**config.mk**
```make
export PLATFORM = sky130hd
export DESIGN_NAME = cbm_ctrl
export DESIGN_NICKNAME = d
export VERILOG_FILES = /design/src/design/cbm_pkg.sv /design/src/design/cbm_lookup.sv /design/src/design/cbm_ctrl.sv
export SDC_FILE = /design/constraint.sdc
export NUM_CORES = 1
export LEC_CHECK = 0
export ABC_CLOCK_PERIOD_IN_PS = 4900
export BUFFER_PORTS_ARGS = -buffer_cell sky130_fd_sc_hd__buf_2
export CORE_MARGIN = 2
export CORE_UTILIZATION = 61
export CTS_CLUSTER_SIZE = 16
export DETAILED_ROUTE_END_ITERATION = 6
export GPL_TIMING_DRIVEN = 1
export MAX_ROUTING_LAYER = met4
export PLACE_DENSITY = 0.85
export SLEW_MARGIN = 10
export SYNTH_ARGS = -nofsm -noshare
export SYNTH_HDL_FRONTEND = slang
export SYNTH_SLANG_ARGS = --single-unit
```
**constraint.sdc**
```tcl
create_clock -name clk -period 4.9 [get_ports clk]
set_input_delay 0.245 -clock clk [delete_from_list [all_inputs] [get_ports clk]]
set_output_delay 0.245 -clock clk [all_outputs]
set_load 0.1 [all_outputs]
```
**src/design/cbm_pkg.sv**
```systemverilog
// ----------------------------------------------------------------------------
// cbm_pkg
// Shared types and constants for the cartridge bank mapper: action codes,
// register addresses, bank state and result records.
// ----------------------------------------------------------------------------
package cbm_pkg;

	// extra RAM geometry
	localparam int EXRAM_DEPTH = 1024;
	localparam int EXRAM_AW    = $clog2(EXRAM_DEPTH);

	// bank used by every PRG slot until the first PRG sync
	localparam logic [6:0] LAST_PRG_BANK = 7'd127;

	// register map
	localparam logic [15:0] ADDR_PRG_LAYOUT = 16'h5100;
	localparam logic [15:0] ADDR_CHR_LAYOUT = 16'h5101;
	localparam logic [15:0] ADDR_XRAM_CFG   = 16'h5104;
	localparam logic [15:0] ADDR_PRG_BANK0  = 16'h5114;
	localparam logic [15:0] ADDR_SPR_BANK0  = 16'h5120;
	localparam logic [15:0] ADDR_BG_BANK0   = 16'h5128;
	localparam logic [15:0] ADDR_CHR_UPPER  = 16'h5130;
	localparam logic [15:0] ADDR_IRQ_LINE   = 16'h5203;
	localparam logic [15:0] ADDR_IRQ_STATUS = 16'h5204;
	localparam logic [15:0] ADDR_MUL_LO     = 16'h5205;
	localparam logic [15:0] ADDR_MUL_HI     = 16'h5206;
	localparam logic [15:0] ADDR_EXRAM_BASE = 16'h5C00;

	localparam logic [1:0] XRAM_CFG_RO   = 2'd3;
	localparam logic [7:0] UNMAPPED_BYTE = 8'hFF;

	// PRG slot layouts
	localparam logic [1:0] PRG_LAYOUT_32K    = 2'd0;
	localparam logic [1:0] PRG_LAYOUT_16K    = 2'd1;
	localparam logic [1:0] PRG_LAYOUT_16K_8K = 2'd2;
	localparam logic [1:0] PRG_LAYOUT_8K     = 2'd3;

	// CHR slot layouts
	localparam logic [1:0] CHR_LAYOUT_8K = 2'd0;
	localparam logic [1:0] CHR_LAYOUT_4K = 2'd1;
	localparam logic [1:0] CHR_LAYOUT_2K = 2'd2;
	localparam logic [1:0] CHR_LAYOUT_1K = 2'd3;

	typedef enum logic [2:0] {
		ACT_WRITE = 3'd0,
		ACT_READ  = 3'd1,
		ACT_TICK  = 3'd2,
		ACT_PRG   = 3'd3,
		ACT_CHR   = 3'd4
	} cbm_action_t;

	typedef struct packed {
		cbm_action_t action;
		logic [15:0] address;
		logic [7:0]  wdata;
	} cbm_item_t;

	typedef struct packed {
		logic [22:0] rom_offset;
		logic        irq_flag;
		logic        irq_pulse;
		logic [7:0]  read_data;
	} cbm_result_t;

	typedef struct packed {
		logic [1:0]       prg_layout;
		logic [1:0]       chr_layout;
		logic             prg_mapped;
		logic [3:0][7:0]  prg_bank;
		logic [7:0][9:0]  spr_bank;
		logic [3:0][9:0]  bg_bank;
	} cbm_banks_t;

endpackage

```
**src/design/cbm_lookup.sv**
```systemverilog
// ----------------------------------------------------------------------------
// cbm_lookup
// Translates a CPU or pattern address into a PRG or CHR ROM byte offset from
// the current bank modes and bank registers.
// ----------------------------------------------------------------------------
module cbm_lookup import cbm_pkg::*; (
	input  cbm_banks_t  banks,
	input  logic [15:0] address,
	output logic [22:0] prg_offset,
	output logic [22:0] chr_offset
);

	logic [1:0]  slot;
	logic [6:0]  prg_bank;
	logic [12:0] pat;
	logic [9:0]  chr2_bank;

	assign slot = address[14:13];
	assign pat  = address[12:0];

	// pick the 8 KiB PRG bank for this slot
	always_comb begin
		prg_bank = LAST_PRG_BANK;
		if (banks.prg_mapped) begin
			case (banks.prg_layout)
				PRG_LAYOUT_32K: prg_bank = {banks.prg_bank[3][6:2], slot};
				PRG_LAYOUT_16K: begin
					if (slot[1]) begin
						prg_bank = {banks.prg_bank[3][6:1], slot[0]};
					end else begin
						prg_bank = {banks.prg_bank[1][6:1], slot[0]};
					end
				end
				PRG_LAYOUT_16K_8K: begin
					case (slot)
						2'd0: prg_bank = banks.prg_bank[1][6:0];
						2'd1: prg_bank = banks.prg_bank[2][6:0];
						default: prg_bank = {banks.prg_bank[3][6:1], slot[0]};
					endcase
				end
				default: prg_bank = banks.prg_bank[slot][6:0];
			endcase
		end
	end

	// ROM area starts at 0x8000; below it the offset is zero
	assign prg_offset = address[15] ? {3'b000, prg_bank, address[12:0]} : 23'd0;

	// 2 KiB CHR mode bank select
	always_comb begin
		case (pat[12:11])
			2'd0: chr2_bank = banks.spr_bank[1];
			2'd1: chr2_bank = banks.spr_bank[3];
			2'd2: chr2_bank = banks.bg_bank[1];
			default: chr2_bank = banks.bg_bank[3];
		endcase
	end

	// assemble the CHR offset for the active slot size
	always_comb begin
		case (banks.chr_layout)
			CHR_LAYOUT_8K: chr_offset = {banks.spr_bank[7], pat};
			CHR_LAYOUT_4K: begin
				if (pat[12]) begin
					chr_offset = {1'b0, banks.bg_bank[3], pat[11:0]};
				end else begin
					chr_offset = {1'b0, banks.spr_bank[3], pat[11:0]};
				end
			end
			CHR_LAYOUT_2K: chr_offset = {2'b00, chr2_bank, pat[10:0]};
			default: chr_offset = {3'b000, banks.spr_bank[pat[12:10]], pat[9:0]};
		endcase
	end

endmodule

```
**src/design/cbm_ctrl.sv**
```systemverilog
// ----------------------------------------------------------------------------
// cbm_ctrl
// Mapper register file: bus write and read decode, scanline IRQ counter,
// multiplier and ROM lookups. State advances when an item commits.
// ----------------------------------------------------------------------------
module cbm_ctrl import cbm_pkg::*; (
	input  logic                clk,
	input  logic                arst_n,
	input  logic                commit,
	input  cbm_item_t           item,
	input  logic [7:0]          ram_rdata,
	output logic                ram_we,
	output logic [EXRAM_AW-1:0] ram_idx,
	output logic [7:0]          ram_wdata,
	output cbm_result_t         result
);

	logic [1:0]      prg_layout_q, chr_layout_q, chr_upper_q, xram_cfg_q;
	logic [3:0][7:0] prg_bank_q;
	logic [7:0][9:0] spr_bank_q;
	logic [3:0][9:0] bg_bank_q;
	logic [7:0]      factor_a_q, factor_b_q, line_cnt_q, line_reload_q;
	logic            irq_en_q, irq_wait_q, prg_mapped_q;

	logic [1:0]      prg_layout_d, chr_layout_d, chr_upper_d, xram_cfg_d;
	logic [3:0][7:0] prg_bank_d;
	logic [7:0][9:0] spr_bank_d;
	logic [3:0][9:0] bg_bank_d;
	logic [7:0]      factor_a_d, factor_b_d, line_cnt_d, line_reload_d;
	logic            irq_en_d, irq_wait_d, prg_mapped_d;

	cbm_banks_t  banks;
	logic [22:0] prg_offset, chr_offset;
	logic [15:0] product;
	logic        in_ram, in_prg_bank, in_spr_bank, in_bg_bank;

	assign banks.prg_layout = prg_layout_q;
	assign banks.chr_layout = chr_layout_q;
	assign banks.prg_mapped = prg_mapped_q;
	assign banks.prg_bank   = prg_bank_q;
	assign banks.spr_bank   = spr_bank_q;
	assign banks.bg_bank    = bg_bank_q;

	cbm_lookup u_lookup (
		.banks      (banks),
		.address    (item.address),
		.prg_offset (prg_offset),
		.chr_offset (chr_offset)
	);

	assign product = {8'h00, factor_a_q} * {8'h00, factor_b_q};

	// address range decode
	assign in_ram      = item.address[15:EXRAM_AW] == ADDR_EXRAM_BASE[15:EXRAM_AW];
	assign in_prg_bank = item.address[15:2] == ADDR_PRG_BANK0[15:2];
	assign in_spr_bank = item.address[15:3] == ADDR_SPR_BANK0[15:3];
	assign in_bg_bank  = item.address[15:2] == ADDR_BG_BANK0[15:2];

	// extra RAM write port, active only on a committing write
	assign ram_idx   = item.address[EXRAM_AW-1:0];
	assign ram_wdata = item.wdata;
	assign ram_we    = commit && item.action == ACT_WRITE && in_ram
		&& xram_cfg_q != XRAM_CFG_RO;

	// next state and result for the item in the input register
	always_comb begin
		prg_layout_d  = prg_layout_q;
		chr_layout_d  = chr_layout_q;
		chr_upper_d   = chr_upper_q;
		xram_cfg_d    = xram_cfg_q;
		prg_bank_d    = prg_bank_q;
		spr_bank_d    = spr_bank_q;
		bg_bank_d     = bg_bank_q;
		factor_a_d    = factor_a_q;
		factor_b_d    = factor_b_q;
		line_cnt_d    = line_cnt_q;
		line_reload_d = line_reload_q;
		irq_en_d      = irq_en_q;
		irq_wait_d    = irq_wait_q;
		prg_mapped_d  = prg_mapped_q;
		result.read_data  = 8'h00;
		result.irq_pulse  = 1'b0;
		result.rom_offset = 23'd0;
		case (item.action)
			ACT_WRITE: begin
				if (in_ram) begin
					// handled on the RAM write port
				end else if (in_prg_bank) begin
					prg_bank_d[item.address[1:0]] = item.wdata;
					prg_mapped_d = 1'b1;
				end else if (in_spr_bank) begin
					spr_bank_d[item.address[2:0]] = {chr_upper_q, item.wdata};
				end else if (in_bg_bank) begin
					bg_bank_d[item.address[1:0]] = {chr_upper_q, item.wdata};
				end else begin
					case (item.address)
						ADDR_PRG_LAYOUT: begin
							prg_layout_d = item.wdata[1:0];
							prg_mapped_d = 1'b1;
						end
						ADDR_CHR_LAYOUT: chr_layout_d = item.wdata[1:0];
						ADDR_XRAM_CFG:   xram_cfg_d   = item.wdata[1:0];
						ADDR_CHR_UPPER:  chr_upper_d  = item.wdata[1:0];
						ADDR_IRQ_LINE: begin
							line_reload_d = item.wdata;
							line_cnt_d    = item.wdata;
							irq_wait_d    = 1'b0;
						end
						ADDR_IRQ_STATUS: begin
							irq_en_d   = item.wdata[7];
							irq_wait_d = 1'b0;
						end
						ADDR_MUL_LO: factor_a_d = item.wdata;
						ADDR_MUL_HI: factor_b_d = item.wdata;
						default: ;
					endcase
				end
			end
			ACT_READ: begin
				if (in_ram) begin
					result.read_data = ram_rdata;
				end else begin
					case (item.address)
						ADDR_IRQ_STATUS: begin
							result.read_data = {1'b0, irq_wait_q, 6'b000000};
							irq_wait_d = 1'b0;
						end
						ADDR_MUL_LO: result.read_data = product[7:0];
						ADDR_MUL_HI: result.read_data = product[15:8];
						default:     result.read_data = UNMAPPED_BYTE;
					endcase
				end
			end
			ACT_TICK: begin
				if (irq_en_q) begin
					if (line_cnt_q == 8'd0) begin
						irq_wait_d       = 1'b1;
						result.irq_pulse = 1'b1;
						line_cnt_d       = line_reload_q;
					end else begin
						line_cnt_d = line_cnt_q - 8'd1;
					end
				end
			end
			ACT_PRG: result.rom_offset = prg_offset;
			ACT_CHR: result.rom_offset = chr_offset;
			default: ;
		endcase
		result.irq_flag = irq_wait_d;
	end

	// commit state
	always_ff @(posedge clk or negedge arst_n) begin
		if (!arst_n) begin
			prg_layout_q  <= PRG_LAYOUT_8K;
			chr_layout_q  <= CHR_LAYOUT_1K;
			chr_upper_q   <= '0;
			xram_cfg_q    <= '0;
			prg_bank_q    <= '0;
			spr_bank_q    <= '0;
			bg_bank_q     <= '0;
			factor_a_q    <= '0;
			factor_b_q    <= '0;
			line_cnt_q    <= '0;
			line_reload_q <= '0;
			irq_en_q      <= 1'b0;
			irq_wait_q    <= 1'b0;
			prg_mapped_q  <= 1'b0;
		end else if (commit) begin
			prg_layout_q  <= prg_layout_d;
			chr_layout_q  <= chr_layout_d;
			chr_upper_q   <= chr_upper_d;
			xram_cfg_q    <= xram_cfg_d;
			prg_bank_q    <= prg_bank_d;
			spr_bank_q    <= spr_bank_d;
			bg_bank_q     <= bg_bank_d;
			factor_a_q    <= factor_a_d;
			factor_b_q    <= factor_b_d;
			line_cnt_q    <= line_cnt_d;
			line_reload_q <= line_reload_d;
			irq_en_q      <= irq_en_d;
			irq_wait_q    <= irq_wait_d;
			prg_mapped_q  <= prg_mapped_d;
		end
	end

endmodule

```
==> impl_metrics.ini <==
[run_status]
status = finished with violations
failed_checks = setup timing

[timing]
relSlewSlack = 0.284
fmax_mhz = 204
min_period_ps = 4910
setup_viol = 3
hold_viol_final = 0
worstMarginPinSlew_ps = 1050
post-route-period-util = 1.00
drv_slew = 0
grt_setup_unrepaired = true
timing.final.ws_setup_ps = -8.04
skew_ps = 4.06

[cells_and_area]
n_antenna_cell = 0
fin_cells = 1325
nets = 1190
area_growth_pct = 12.8
drive_above_1_share = 0.365
fillerInstances = 1285

[clocking]
htree_levels = 4
cts_sinks = 171
clock_latency_ps = 440
cts_made_buffers = 17
cts_root_buf = clkbuf_16
clockBufferDepth = 2
cts_tree = yes
path_clk_slew_ps = 70

[logic_synthesis]
ys_async_sr_fraction = 1.00
synthesis.nets = 1126
synth_top_cells_by_area = dfrtp_1 36%, mux2_2 16%, fa_1 6.3%
synth_common_cells = 167 x dfrtp_1, 166 x mux2_2, 67 x and2_1, 59 x inv_1, 48 x nor2_1
synth_edf_count = 0
synth_warnings = 0
yosys.area.top_type = dfrtp_1
syn_area_per_cell_um2 = 11.3
synth_cells = 1014
synth_most_common_cell = dfrtp_1
netlist.area_leader.share = 0.364
yosysUniqueCellTypes = 67
ys_seq_elements = 171
yosysSeqAreaShare = 0.373
synthFlopType = dfrtp_1
netlist_area_mm2 = 0.0115

[setup_path]
reg2reg_to = line_cnt_q[6]
cp-start-kind = register
crit_path_end = result[7]
critPathKind = reg -> out
arrival_ps = 4660
crit_fanout = 6
cp.required_ps = 4660
cp-startpoint = factor_b_q[4]
r2r_setup_slack_ps = 2810
r2r_start = line_cnt_q[0]
rr_worst_depth = 8
critical_path.endpoint_type = output pin

[flow_run]
drv_cap = 0

[detailed_routing]
via_count = 8649
viasPerCell = 6.53
firstDrtPassIters = 5
drc = 0
first_iter_violations = 694
drt_wl_total_mm = 30.4
ant_nets = 0
wl_per_cell_um = 22.9

[worst_hold_path]
holdPathStages = 3
hp-class = in -> reg

[placement]
hpwl_mm = 20.3
dp.cells = 1279
place_ws_ps = 42.8
place_congestion = 0.907
port_buffers = 89

[power_and_ir_drop]
power_density_mw_per_mm2 = 236
total_power_w = 0.00305
p_leak_nw = 6.32
max-vdd-ir-drop_mv = 0.268

[die]
die_h_um = 141
core_region_area_mm2 = 0.0186
pin_count = 90
start_util = 0.618
rows = 50
die_x_um = 141
die-area_mm2 = 0.0199

[global_routing]
grt_pass1_wl_mm = 48.6
antenna_found_initial = 0
globalRouteMet1Util = 0.417
grtUsageMet2 = 0.533
grt-ovfl-total = 0
grt_max_degree = 77
grt_pass1_vias = 8825
grt-busiest-layer = met2
grt_usage = 0.328
gr-usage-met3 = 0.0516
## registers in the layout (all words and copies together) (netlist names)
register / flops
irq_wait_q: 1
line_reload_q: 8
factor_b_q: 8
xram_cfg_q: 2
chr_layout_q: 2
prg_mapped_q: 1
prg_layout_q: 2
factor_a_q: 8
irq_en_q: 1
line_cnt_q: 8
banks: 128
chr_upper_q: 2
## worst min-delay path by stage
stage	slack, ps	endpoint	start
4_1_cts	90	irq_wait_q	commit
5_1_grt	90	irq_wait_q	commit
3_5_place_dp	320	banks[138]	arst_n
6_report	100	irq_wait_q	commit
3_3_place_gp	320	banks[139]	arst_n
2_1_floorplan	-50	banks[100]	arst_n
## cells in the final DEF (no fill, tap or decap), types with 5 or more instances in the layout
master,Yosys,final
o211ai_1,7,7
fa_1,36,34
dfrtp_1,167,157
mux2_2,166,166
nand2b_1,8,7
a21o_1,6,5
a31oi_1,7,7
xnor2_1,7,7
inv_6,0,5
ha_1,38,31
nand2_1,42,41
o221ai_1,6,6
nand3b_1,5,5
buf_2,8,80
nor2_2,7,11
clkbuf_16,0,17
buf_4,22,20
and2_1,67,66
nor2b_1,13,13
buf_12,0,7
mux4_1,6,6
inv_1,59,58
nor2_4,5,5
ha_4,0,6
nor3_1,11,11
nand3_1,11,11
nor2_1,48,44
o21ai_0,31,29
dfrtp_2,0,10
mux4_2,21,21
mux2i_1,40,40
xor2_1,5,5
and3_1,6,6
a21oi_1,34,30
a211oi_1,11,11
o22ai_1,9,9
a22oi_1,5,5
## per-layer routing
metal / share of wire / up-vias
li1: - / 3755
met2: 0.50 / 386
met3: 0.069 / 97
met1: 0.40 / 4411
met5: 0 / -
met4: 0.036 / 0
## cell type report
| type | count | area [um2] | share of cell area |
|---|---|---|---|
| Clock buffer | 18 | 439 | 0.0339 |
| Multi-Input combinational cell | 717 | 6820 | 0.527 |
| Clock inverter | 14 | 144 | 0.0111 |
| Tap cell | 234 | 293 | 0.0226 |
| Inverter | 59 | 221 | 0.0171 |
| Timing Repair Buffer | 112 | 731 | 0.0564 |
| Sequential cell | 171 | 4300 | 0.332 |
## through the flow
stage | hold WS, ps | instance area [um2] | TNS [ps] | util
floorplan | -50.6 | 11500 | -419 | -
global placement | 315 | 12100 | 0 | 0.650
detailed placement | 319 | 12100 | 0 | 0.650
CTS | 93.9 | 12900 | -7.59 | 0.694
global route | 93.6 | 12900 | -862 | 0.697
finish | 98.4 | 12900 | -19.2 | 0.697
## critical path, cell delays in order (launching register included)
cell	delay, ps
dfrtp_2	440
nand2_2	80
fa_1	510
fa_1	550
inv_1	50
fa_1	480
inv_1	50
fa_1	490
inv_2	50
ha_4	280
nand2_1	60
o211ai_1	250
nand3_1	200
a311oi_2	280
a31oi_1	170
nand2b_4	120
buf_12	170
## cell families (layout without fill, tap and decap cells)
logic type | count (synthesis) | in the layout | share of synthesized area
compound gates | 144 | 144 | 0.0816
xor+xnor | 12 | 12 | 0.00915
mux | 233 | 233 | 0.253
fa+ha+maj | 74 | 74 | 0.104
buf+inv | 126 | 203 | 0.0499
simple gates | 254 | 254 | 0.130
flops | 171 | 171 | 0.373
## what timing repair did
item                       4_1_cts  5_1_grt
resized for setup               33       11
setup endpoints to repair        8        8
pin swaps                       13        7
hold buffers                     1        0
hold endpoints to repair        72        0
setup buffers                   12        1
## report_power, final
part / internal [W] / switching (W)
Combinational: 0.0000611 / 0.000244
Clock: 0.000692 / 0.000645
Sequential: 0.00141 / 0.0000000722
Note: power is estimated with default switching activity, not from simulation.
